--- config.mk ---
export PLATFORM = sky130hd
export DESIGN_NAME = indexed_insert_remove_list
export DESIGN_NICKNAME = d
export VERILOG_FILES = /design/src/iirl_pkg.sv /design/src/iirl_ram.sv /design/src/iirl_ctrl.sv /design/src/iirl_datapath.sv /design/src/indexed_insert_remove_list.sv
export VERILOG_INCLUDE_DIRS = /design/src /design/src/src
export SDC_FILE = /design/constraint.sdc
export NUM_CORES = 2
export LEC_CHECK = 0
export ABC_AREA = 1
export BUFFER_PORTS_ARGS = -buffer_cell sky130_fd_sc_hd__buf_2
export CAP_MARGIN = 40
export CORE_MARGIN = 2
export CORE_UTILIZATION = 60
export DETAILED_ROUTE_END_ITERATION = 8
export PLACE_DENSITY_LB_ADDON = 0.2
export RECOVER_POWER = 100
export SLEW_MARGIN = 0
export SYNTH_ARGS = -nofsm -noshare
export SYNTH_HDL_FRONTEND = slang
export SYNTH_SLANG_ARGS = --single-unit
--- constraint.sdc ---
create_clock -name clk -period 6.2 [get_ports clk]
set_input_delay 0.93 -clock clk [delete_from_list [all_inputs] [get_ports clk]]
set_output_delay 0.93 -clock clk [all_outputs]
set_load 0.01 [all_outputs]
--- src/indexed_insert_remove_list_macros.svh ---
// assertion macros shared by the indexed insert/remove list modules
// no dependencies; assertions compile out when ASSERT_OFF is defined
`ifndef INDEXED_INSERT_REMOVE_LIST_MACROS_SVH
`define INDEXED_INSERT_REMOVE_LIST_MACROS_SVH

`ifndef ASSERT_OFF
`define IIRL_ASSERT(lbl, cond, msg) \
    lbl: assert property (@(posedge clk) disable iff (!rst_n) (cond)) else $error(msg);
`define IIRL_ASSERT_NEXT(lbl, ante, cons, msg) \
    lbl: assert property (@(posedge clk) disable iff (!rst_n) (ante) |=> (cons)) \
        else $error(msg);
`else
`define IIRL_ASSERT(lbl, cond, msg)
`define IIRL_ASSERT_NEXT(lbl, ante, cons, msg)
`endif

`endif

--- src/iirl_pkg.sv ---
// shared types and codes for the indexed insert/remove list
// no dependencies
package iirl_pkg;

    localparam logic [1:0] ACT_READ   = 2'd0;
    localparam logic [1:0] ACT_INSERT = 2'd1;
    localparam logic [1:0] ACT_REMOVE = 2'd2;

    typedef enum logic [2:0] {
        ST_IDLE,
        ST_SETUP,
        ST_READ,
        ST_SHIFT,
        ST_INS_WR,
        ST_DONE
    } iirl_state_t;

    typedef struct packed {
        logic load;
        logic setup;
        logic capture;
        logic shift;
        logic ins_write;
        logic finish;
    } iirl_cmd_t;

    typedef struct packed {
        logic go_read;
        logic go_shift;
        logic go_ins_wr;
        logic last_shift;
        logic is_insert;
        logic out_free;
    } iirl_sts_t;

endpackage

--- src/iirl_ram.sv ---
// generic single write port, single read port ram with registered read
// no dependencies
module iirl_ram #(
    parameter int WIDTH = 32,
    parameter int DEPTH = 64
) (
    input  logic                     clk,
    input  logic                     we,
    input  logic [$clog2(DEPTH)-1:0] waddr,
    input  logic [WIDTH-1:0]         wdata,
    input  logic [$clog2(DEPTH)-1:0] raddr,
    output logic [WIDTH-1:0]         rdata
);

    logic [WIDTH-1:0] mem [DEPTH];
    logic [WIDTH-1:0] rdata_reg;

    always_ff @(posedge clk)
    begin
        if (we)
        begin
            mem[waddr] <= wdata;
        end
        rdata_reg <= mem[raddr];
    end

    assign rdata = rdata_reg;

endmodule

--- src/iirl_ctrl.sv ---
// controller state machine for the indexed insert/remove list
// depends on iirl_pkg and the assertion macro header
`include "indexed_insert_remove_list_macros.svh"

module iirl_ctrl (
    input  logic               clk,
    input  logic               rst_n,
    input  logic               in_valid,
    output logic               in_ready,
    input  iirl_pkg::iirl_sts_t sts,
    output iirl_pkg::iirl_cmd_t cmd
);

    import iirl_pkg::*;

    iirl_state_t state_reg;
    iirl_state_t state_next;

    always_ff @(posedge clk or negedge rst_n)
    begin
        if (!rst_n)
        begin
            state_reg <= ST_IDLE;
        end
        else
        begin
            state_reg <= state_next;
        end
    end

    always_comb
    begin
        state_next = state_reg;
        case (state_reg)
            ST_IDLE:
            begin
                if (in_valid)
                begin
                    state_next = ST_SETUP;
                end
            end
            ST_SETUP:
            begin
                if (sts.go_read)
                begin
                    state_next = ST_READ;
                end
                else if (sts.go_shift)
                begin
                    state_next = ST_SHIFT;
                end
                else if (sts.go_ins_wr)
                begin
                    state_next = ST_INS_WR;
                end
                else
                begin
                    state_next = ST_DONE;
                end
            end
            ST_READ:
            begin
                state_next = ST_DONE;
            end
            ST_SHIFT:
            begin
                if (sts.last_shift)
                begin
                    state_next = sts.is_insert ? ST_INS_WR : ST_DONE;
                end
            end
            ST_INS_WR:
            begin
                state_next = ST_DONE;
            end
            ST_DONE:
            begin
                if (sts.out_free)
                begin
                    state_next = ST_IDLE;
                end
            end
            default:
            begin
                state_next = ST_IDLE;
            end
        endcase
    end

    always_comb
    begin
        cmd      = '0;
        in_ready = 1'b0;
        case (state_reg)
            ST_IDLE:
            begin
                in_ready = 1'b1;
                cmd.load = in_valid;
            end
            ST_SETUP:
            begin
                cmd.setup = 1'b1;
            end
            ST_READ:
            begin
                cmd.capture = 1'b1;
            end
            ST_SHIFT:
            begin
                cmd.shift = 1'b1;
            end
            ST_INS_WR:
            begin
                cmd.ins_write = 1'b1;
            end
            ST_DONE:
            begin
                cmd.finish = sts.out_free;
            end
            default:
            begin
                cmd = '0;
            end
        endcase
    end

    `IIRL_ASSERT_NEXT(a_shift_entry, state_reg != ST_SETUP && state_reg != ST_SHIFT, state_reg != ST_SHIFT, "shift entered from wrong state")
    `IIRL_ASSERT_NEXT(a_inswr_entry, state_reg != ST_SETUP && state_reg != ST_SHIFT, state_reg != ST_INS_WR, "insert write entered from wrong state")
    `IIRL_ASSERT_NEXT(a_setup_after_load, cmd.load, state_reg == ST_SETUP, "accepted transaction not set up")

endmodule

--- src/iirl_datapath.sv ---
// datapath for the indexed insert/remove list: request, index clamp, shift
// pointer, length count and result registers around the entry ram
// depends on iirl_pkg, iirl_ram and the assertion macro header
`include "indexed_insert_remove_list_macros.svh"

module iirl_datapath #(
    parameter int CAPACITY = 64
) (
    input  logic               clk,
    input  logic               rst_n,
    input  iirl_pkg::iirl_cmd_t cmd,
    output iirl_pkg::iirl_sts_t sts,
    input  logic [1:0]         action,
    input  logic signed [7:0]  index,
    input  logic signed [31:0] item_value,
    output logic               out_valid,
    input  logic               out_ready,
    output logic               ok,
    output logic signed [31:0] read_value,
    output logic [6:0]         count,
    output logic               empty_res
);

    import iirl_pkg::*;

    localparam int AW = $clog2(CAPACITY);
    localparam int CW = $clog2(CAPACITY + 1);
    localparam int XW = (CW > 7) ? CW : 7;

    logic [1:0]        act_reg;
    logic [7:0]        idx_reg;
    logic [31:0]       val_reg;
    logic              ok_reg;
    logic [AW-1:0]     pos_reg;
    logic [AW-1:0]     ptr_reg;
    logic [31:0]       rd_reg;
    logic [CW-1:0]     count_reg;
    logic [CW-1:0]     count_next;
    logic              out_valid_reg;
    logic              res_ok_reg;
    logic [31:0]       res_value_reg;
    logic [6:0]        res_count_reg;
    logic              res_empty_reg;

    logic              idx_neg;
    logic [XW-1:0]     idx_ext;
    logic [XW-1:0]     cnt_ext;
    logic [AW-1:0]     last_idx;
    logic [AW-1:0]     ins_pos;
    logic [AW-1:0]     rem_pos;
    logic              read_ok;
    logic              ins_ok;
    logic              rem_ok;
    logic              ins_shift;
    logic              rem_shift;
    logic              is_insert;

    logic              ram_we;
    logic [AW-1:0]     ram_waddr;
    logic [31:0]       ram_wdata;
    logic [AW-1:0]     ram_raddr;
    logic [31:0]       ram_rdata;

    iirl_ram #(
        .WIDTH(32),
        .DEPTH(CAPACITY)
    ) u_ram (
        .clk  (clk),
        .we   (ram_we),
        .waddr(ram_waddr),
        .wdata(ram_wdata),
        .raddr(ram_raddr),
        .rdata(ram_rdata)
    );

    // index decode and clamping against the current length
    always_comb
    begin
        idx_neg   = idx_reg[7];
        idx_ext   = XW'(idx_reg[6:0]);
        cnt_ext   = XW'(count_reg);
        last_idx  = AW'(count_reg - CW'(1));
        is_insert = (act_reg == ACT_INSERT);

        if (idx_neg)
        begin
            ins_pos = '0;
        end
        else if (idx_ext > cnt_ext)
        begin
            ins_pos = AW'(count_reg);
        end
        else
        begin
            ins_pos = AW'(idx_ext);
        end

        if (idx_neg)
        begin
            rem_pos = '0;
        end
        else if (idx_ext >= cnt_ext)
        begin
            rem_pos = last_idx;
        end
        else
        begin
            rem_pos = AW'(idx_ext);
        end

        read_ok   = (act_reg == ACT_READ) && !idx_neg && (idx_ext < cnt_ext);
        ins_ok    = is_insert && (count_reg != CW'(CAPACITY));
        rem_ok    = (act_reg == ACT_REMOVE) && (count_reg != '0);
        ins_shift = (ins_pos != AW'(count_reg));
        rem_shift = (rem_pos != last_idx);
    end

    always_comb
    begin
        sts.go_read    = read_ok;
        sts.go_shift   = (ins_ok && ins_shift) || (rem_ok && rem_shift);
        sts.go_ins_wr  = ins_ok && !ins_shift;
        sts.is_insert  = is_insert;
        sts.last_shift = is_insert ? (ptr_reg == pos_reg) : (ptr_reg == last_idx);
        sts.out_free   = !out_valid_reg || out_ready;
    end

    // ram addressing: one entry moved per cycle while shifting
    always_comb
    begin
        ram_we    = 1'b0;
        ram_waddr = ptr_reg;
        ram_wdata = ram_rdata;
        ram_raddr = ptr_reg;
        if (cmd.setup)
        begin
            case (act_reg)
                ACT_READ:   ram_raddr = AW'(idx_ext);
                ACT_INSERT: ram_raddr = last_idx;
                default:    ram_raddr = rem_pos + AW'(1);
            endcase
        end
        else if (cmd.shift)
        begin
            ram_we    = 1'b1;
            ram_waddr = is_insert ? (ptr_reg + AW'(1)) : (ptr_reg - AW'(1));
            ram_raddr = is_insert ? (ptr_reg - AW'(1)) : (ptr_reg + AW'(1));
        end
        else if (cmd.ins_write)
        begin
            ram_we    = 1'b1;
            ram_waddr = pos_reg;
            ram_wdata = val_reg;
        end
    end

    always_comb
    begin
        count_next = count_reg;
        if (ok_reg && (act_reg == ACT_INSERT))
        begin
            count_next = count_reg + CW'(1);
        end
        else if (ok_reg && (act_reg == ACT_REMOVE))
        begin
            count_next = count_reg - CW'(1);
        end
    end

    always_ff @(posedge clk)
    begin
        if (cmd.load)
        begin
            act_reg <= action;
            idx_reg <= index;
            val_reg <= item_value;
        end
        if (cmd.setup)
        begin
            ok_reg  <= read_ok || ins_ok || rem_ok;
            pos_reg <= is_insert ? ins_pos : rem_pos;
            ptr_reg <= ram_raddr;
        end
        if (cmd.shift)
        begin
            ptr_reg <= ram_raddr;
        end
        if (cmd.capture)
        begin
            rd_reg <= ram_rdata;
        end
        if (cmd.finish)
        begin
            res_ok_reg    <= ok_reg;
            res_value_reg <= (ok_reg && (act_reg == ACT_READ)) ? rd_reg : '0;
            res_count_reg <= 7'(count_next);
            res_empty_reg <= (count_next == '0);
        end
    end

    always_ff @(posedge clk or negedge rst_n)
    begin
        if (!rst_n)
        begin
            count_reg     <= '0;
            out_valid_reg <= 1'b0;
        end
        else
        begin
            if (cmd.finish)
            begin
                count_reg <= count_next;
            end
            if (cmd.finish)
            begin
                out_valid_reg <= 1'b1;
            end
            else if (out_ready)
            begin
                out_valid_reg <= 1'b0;
            end
        end
    end

    assign out_valid  = out_valid_reg;
    assign ok         = res_ok_reg;
    assign read_value = res_value_reg;
    assign count      = res_count_reg;
    assign empty_res  = res_empty_reg;

    `IIRL_ASSERT(a_count_max, count_reg <= CW'(CAPACITY), "length beyond capacity")
    `IIRL_ASSERT_NEXT(a_count_hold, !cmd.finish, $stable(count_reg), "length changed outside completion")
    `IIRL_ASSERT(a_read_empty, !(cmd.finish && ok_reg && act_reg == ACT_READ && count_reg == '0), "read succeeded on empty list")

endmodule

--- src/indexed_insert_remove_list.sv ---
// Indexed insert/remove list: an ordered list of signed 32-bit words in a
// CAPACITY-entry ram plus a length count. Each transaction reads, inserts or
// removes at an index and yields one result with ok, the word read, the new
// length and an empty flag. One transaction is worked at a time: a setup
// state, then as needed a read capture, a shift of the entries behind the
// position and/or the insert write, and a completion state. The shift moves
// one entry per cycle through the ram's single write port. A result waits in
// an output register, so the next transaction is accepted before it is taken.
// Depends on iirl_pkg, iirl_ctrl, iirl_datapath and iirl_ram.
module indexed_insert_remove_list #(
    parameter int CAPACITY = 64
) (
    input  logic               clk,
    input  logic               rst_n,
    input  logic               in_valid,
    output logic               in_ready,
    input  logic [1:0]         action,
    input  logic signed [7:0]  index,
    input  logic signed [31:0] item_value,
    output logic               out_valid,
    input  logic               out_ready,
    output logic               ok,
    output logic signed [31:0] read_value,
    output logic [6:0]         count,
    output logic               empty_res
);

    import iirl_pkg::*;

    iirl_cmd_t cmd;
    iirl_sts_t sts;

    iirl_ctrl u_ctrl (
        .clk     (clk),
        .rst_n   (rst_n),
        .in_valid(in_valid),
        .in_ready(in_ready),
        .sts     (sts),
        .cmd     (cmd)
    );

    iirl_datapath #(
        .CAPACITY(CAPACITY)
    ) u_datapath (
        .clk       (clk),
        .rst_n     (rst_n),
        .cmd       (cmd),
        .sts       (sts),
        .action    (action),
        .index     (index),
        .item_value(item_value),
        .out_valid (out_valid),
        .out_ready (out_ready),
        .ok        (ok),
        .read_value(read_value),
        .count     (count),
        .empty_res (empty_res)
    );

endmodule

=== Word-level counts from Yosys, hierarchy flattened ===
Memories as Yosys holds them, arrays and structs flattened. A register that Yosys moved wholly into a read port is not among the register bits.
Cells that the tools add are included.

* Add/subtract/negate cells: 5
* Muxes and demuxes: 43
* Order comparisons: 3
* Equality and inequality tests: 15
* Reductions and logical operators: 25

{| class="wikitable"
|+ Operators with widths
! kind !! count
|-
| 32-bit two-way mux || 3
|-
| 6-bit two-way mux || 14
|-
| 1-bit two-way mux || 17
|-
| 3-bit two-way mux || 5
|-
| 3-bit one-hot mux with 5 select lines || 1
|-
| 7-bit two-way mux || 2
|-
| 6-bit by 1-bit adder with 6-bit output (second input constant) || 2
|-
| 6-bit equality test || 2
|-
| 6-bit inequality test || 2
|-
| 6-bit one-hot mux with 2 select lines || 1
|-
| 1-bit logical AND || 10
|-
| 7-bit by 1-bit adder with 7-bit output (second input constant) || 1
|-
| 7-bit greater-or-equal comparator || 1
|-
| 7-bit greater-than comparator || 1
|-
| 7-bit logical NOT || 1
|-
| 7-bit < comparator || 1
|-
| 7-bit inequality test (second input constant) || 1
|-
| 7-bit nonzero test || 1
|-
| 7-bit by 1-bit subtractor with 7-bit output (second input constant) || 1
|-
| 3-bit by 2-bit equality test with 1-bit output (second input constant) || 2
|-
| 3-bit equality test (second input constant) || 2
|-
| 6-bit by 1-bit subtractor with 6-bit output (second input constant) || 1
|-
| 1-bit logical OR || 4
|-
| 2-bit inequality test (second input constant) || 2
|-
| 10 further kinds || 13
|}

* Register bits: 139
* Word-level logic and storage cells: 106
* Output and inout bits: 43
* Memory bits (writable): 2,048
* Memories: 1
* Input bits: 46

{| class="wikitable"
|+ Memories
! name !! depth !! bits a word !! read ports !! clocked after memory_dff !! wr ports !! RTL line !! source
|-
| u_datapath.u_ram.mem || 64 || 32 || 1 || 1 || 1 || iirl_ram.sv:15 || <nowiki>logic [WIDTH-1:0] mem [DEPTH];</nowiki>
|}

=== Logic depth before layout (Yosys ltp) ===
* Word-level depth: 10
* Depth in mapped cells: 28
* Mapped depth without buffers: 25

=== By module ===
From an unflattened synthesis, not the netlist that was laid out.

* Cell total of the unflattened synthesis: 7,485
* Area total of the unflattened synthesis: 89,706.0 sq um

{| class="wikitable"
|+ Modules (own cells, without submodules)
! module !! seq. area each (sq um) !! cells each !! area each (sq um) !! times used
|-
| iirl_ram || 62,139.6 || 6,769 || 82,738.1 || 1
|-
| iirl_datapath || 4,043.9 || 672 || 6,708.9 || 1
|-
| iirl_ctrl || 75.1 || 44 || 259.0 || 1
|}

=== Least setup slack after synthesis ===
No wires, ideal clock.

* Path kind: reg2reg
* From: register u_datapath.ptr_reg[2]
* To: memory u_datapath.u_ram.mem[40][0] (enable)
* Clock period less this slack: 3.525 ns
* Buffers on the path: 1
* Cell stages (with the launch flop): 10
* Required time: 5.779 ns
* Setup slack: 2.675 ns
* Setup time: 0.421 ns
* Arrival: 3.103 ns
* Cells stage by stage: edfxtp_1 > clkbuf_1 > inv_1 > o31ai_1 > nand3_1 > o211ai_1 > o21ai_0 > a21oi_1 > nand3_1 > nor2_1

* Word-level cells in the longest chain between the ends: 4
* Elaborated cells on any way between the ends: 6
* Classes of those cells: add/sub (2); mux (4)

{| class="wikitable"
|+ RTL lines
! element !! RTL line !! source
|-
| start: declaration || iirl_datapath.sv:35 || <nowiki>logic [AW-1:0] ptr_reg;</nowiki>
|-
| start signal: assignment || iirl_datapath.sv:182 || <nowiki>ptr_reg <= ram_raddr;</nowiki>
|-
| start signal: assignment || iirl_datapath.sv:186 || <nowiki>ptr_reg <= ram_raddr;</nowiki>
|-
| 6-bit by 1-bit subtractor with 6-bit output or 6-bit by 1-bit adder with 6-bit output (tied branches) || iirl_datapath.sv:146 || <nowiki>ram_waddr = is_insert ? (ptr_reg + AW'(1)) : (ptr_reg - AW'(1));</nowiki>
|-
| 6-bit two-way mux || iirl_datapath.sv:146 ||
|-
| 6-bit two-way mux || iirl_datapath.sv:143 || <nowiki>else if (cmd.shift)</nowiki>
|-
| 6-bit two-way mux (*) || iirl_datapath.sv:135 || <nowiki>if (cmd.setup)</nowiki>
|-
| end: declaration || iirl_ram.sv:15 ||
|}

Every way passes the cells marked *; elsewhere a longest branch is shown, timed or not.

=== Final worst setup path ===
* From: register u_datapath.act_reg[1]
* To: memory u_datapath.u_ram.mem[31][26] (enable)

* Word-level cells in the longest chain between the ends: 4

{| class="wikitable"
|+ RTL lines
! element !! RTL line !! source
|-
| start: declaration || iirl_datapath.sv:30 || <nowiki>logic [1:0] act_reg;</nowiki>
|-
| start signal: assignment || iirl_datapath.sv:174 || <nowiki>act_reg <= action;</nowiki>
|-
| 2-bit by 1-bit equality test with 1-bit output || iirl_datapath.sv:83 || <nowiki>is_insert = (act_reg == ACT_INSERT);</nowiki>
|-
| 6-bit two-way mux || iirl_datapath.sv:146 ||
|-
| 6-bit two-way mux || iirl_datapath.sv:143 ||
|-
| 6-bit two-way mux || iirl_datapath.sv:135 ||
|}

Every way passes these cells.

==> summary.txt <==
GRT Total Usage = 33.57%
DRC viols = 0
first-pass GRT wire length = 414.7 mm
Post-Layout Cell Count = 11150
drt first pass iters = 6
CTS Root Cell = clkbuf_16
Main synth FF type = edfxtp_1
Rel. slew slack = -133.0%
clk slew on worst S/H paths = 60 ps
failing checks = capacitance limit, slew limit
Die X = 407.2 um
Buf/Inv on CP = 2
FF-to-FF setup slack = 500 ps
Synth area leader = edfxtp_1
drt wl/cell = 25.38 um
clock buffer depth = 3
RSZ-0062 raised after global routing = no
Worst-Margin Slew = 3494 ps
via count = 67720
hold crit path type = in -> reg
top cells by area, synth = edfxtp_1 (67%), nand3_1 (11%), nand2_1 (6.1%)
final setup violation count = 0
# IOs = 89
max reg flops = 2048
Max-Cap Viols = 46
Ys Warns = 0
synth cell count leaders = edfxtp_1 (2176), nand3_1 (2164), nand2_1 (1577), inv_1 (1394), nand3b_1 (608)
post_cts resized = 0
register bank with the most flops = u_datapath.u_ram.mem
row count = 147
Hold Slack = 240.9 ps
status = finished, violations left
count leader, synth = edfxtp_1
DIE AREA = 165800 sq um
final setup TNS = 0 ps
Crit path required time = 6670 ps
cell breakdown of the critical path = nor2_1 -> inv_2 -> nor2_2 -> nand2_1 -> o211ai_1 -> a21oi_1 -> nor2_1 -> nand2_1 -> nor2_4 -> clkbuf_2
TritonCTS clock tree = done
type of origin of the critical path = flop
nets = 8859
Syn Area/Cell = 11.04 sq um
crit path time final = 5704 ps
Final Hold Violating Endpoints = 0
Netlist cell types = 48
#FFs+latches synth = 2219
crit path max fanout = 22
layout cells sized above 1 = 7.020%
Clk Latency, worst-skew pair = 870 ps
Initial Util = 60.60%
fraction of registers with async set/reset = 0.4957%
crit path capture type = flop
area of the core = 160900 sq um
port bufs = 88
GP Congestion = 0.8950
Max Slew Vio Count = 2230
Max Clk Rate = 175.3 MHz
die height = 407.2 um
largest net degree at the start of global routing = 151
crit-path leading delay family = simple AND/OR/NAND/NOR gates
Crit path arrival time = 6180 ps
fin crit share = 92.00%
Worst path max stage delay = 950 ps
number of synthesized flops with an enable pin = 2176
number of vias per cell = 6.072
Layout Area Growth over Synthesis = 9.808%
CTS buffer count = 220
share of the synthesized area in the top cell type = 67.00%
vias in the first global route = 64030
initial antenna violation count = 8
1st-iter DRT viols = 10810
syn_nets = 8896
critical path class = reg -> reg
Post-Syn Area = 97520 sq um
total congestion overflow = 0
Detailed Route WL = 283.1 mm
# H-tree levels = 4
antenna viol nets, final = 0
Slowest cell on crit path = nor2_1
cells after synthesis = 8837
Post-Place Cells = 10740
number of clock sinks = 2219
clock skew = 44.32 ps
sequential fraction of the synthesis area = 67.94%
DP Wirelength = 154.3 mm
-- worst register-to-register path, stage by stage, from the launching register on --
cell and delay [ps]:
edfxtp_1 600, nor2_1 960, inv_2 430, nor2_2 390, nand2_1 90, o211ai_1 90, a21oi_1 210, nor2_1 450
nand2_1 540, nor2_4 810, clkbuf_2 730
-- routing by layer --
layer	track usage, %	up-vias	part of all wire (%)
li1	-	29910	-
met1	47.09	32700	38
met2	49.87	4408	44
met3	6.364	700	12
met4	18.55	2	6.0
met5	0	-	0.0042
-- logic make-up after synthesis --
family                     synth area share [%]
muxes                                   0.01026
AOI/OAI and AO/OA                        0.5427
adders and majority gates                0.1668
xor gates and xnor gates                 0.2489
DFF                                       67.94
and+or+nand+nor                           22.67
buffers and inverters                     8.417
-- stage by stage --
| stage | cell area, sq um | utilization, % | setup slack [ps] |
|---|---|---|---|
| after global placement | 100300 | 62.35 | 960.8 |
| after CTS | 107700 | 66.91 | 956.0 |
| after global routing | 107100 | 66.53 | 286.7 |
| after detailed placement | 100800 | 62.63 | 972.3 |
| after floorplan | 97520 | - | 2675 |
| final | 107100 | 66.54 | 496.2 |
-- placed cells by master, fill, tap and decap left out, drive strengths merged --
cell | synthesis | layout
edfxtp | 2176 | 2176
nand3 | 2168 | 2168
nand2 | 1585 | 1585
inv | 1413 | 1424
nand3b | 608 | 608
clkbuf | 141 | 419
buf | 416 | 154
nor2 | 139 | 139
clkinv | 2 | 104
o21ai | 39 | 39
dfxtp | 32 | 32
xor2 | 21 | 21
a21oi | 19 | 19
bufinv | 0 | 16
ha | 13 | 13
dfrtp | 11 | 11
nand4 | 9 | 9
nor3 | 7 | 7
o221ai | 7 | 7
diode | 0 | 6
o22ai | 6 | 6
xnor2 | 5 | 5
o211ai | 5 | 5
clkinvlp | 0 | 5
a31oi | 3 | 3
a211oi | 2 | 2
and2 | 2 | 2
mux2i | 1 | 1
o32ai | 1 | 1
o31ai | 1 | 1
a22oi | 1 | 1
a221oi | 1 | 1
nor4 | 1 | 1
o41ai | 1 | 1
o2111ai | 1 | 1
dlygate4sd3 | 0 | 1
-- cell type report --
| class | count | area, sq um |
|---|---|---|
| flip-flops and latches | 2219 | 66260 |
| fillers | 11810 | 53850 |
| multi-input cells | 4646 | 23480 |
| clock buffers | 276 | 5747 |
| inverters | 1415 | 5360 |
| well taps | 2160 | 2703 |
| repair buffers | 298 | 2374 |
| clock inverters | 134 | 1145 |
| diodes | 6 | 15.01 |
-- worst paths after layout --
kind	depth (start not counted)	from	end
hold reg to reg	0	u_datapath.u_ram.rdata[24]	u_datapath.rd_reg[24]
hold / removal	1	item_value[21]	u_datapath.val_reg[21]
setup reg to reg	10	u_datapath.act_reg[1]	u_datapath.u_ram.mem[31][26]
min in group asynchronous	2	rst_n	u_datapath.out_valid
setup / recovery	10	u_datapath.act_reg[1]	u_datapath.u_ram.mem[31][26]
max in group asynchronous	2	rst_n	u_datapath.cnt_ext[0]
-- repair_timing --
item,CTS,global route
hold buffers,1,0
endpoints found under the hold margin,11,0
setup buffers,0,0
Power is not shown: default switching activity piles up to over one toggle a cycle in this logic, so the estimate is an artifact.
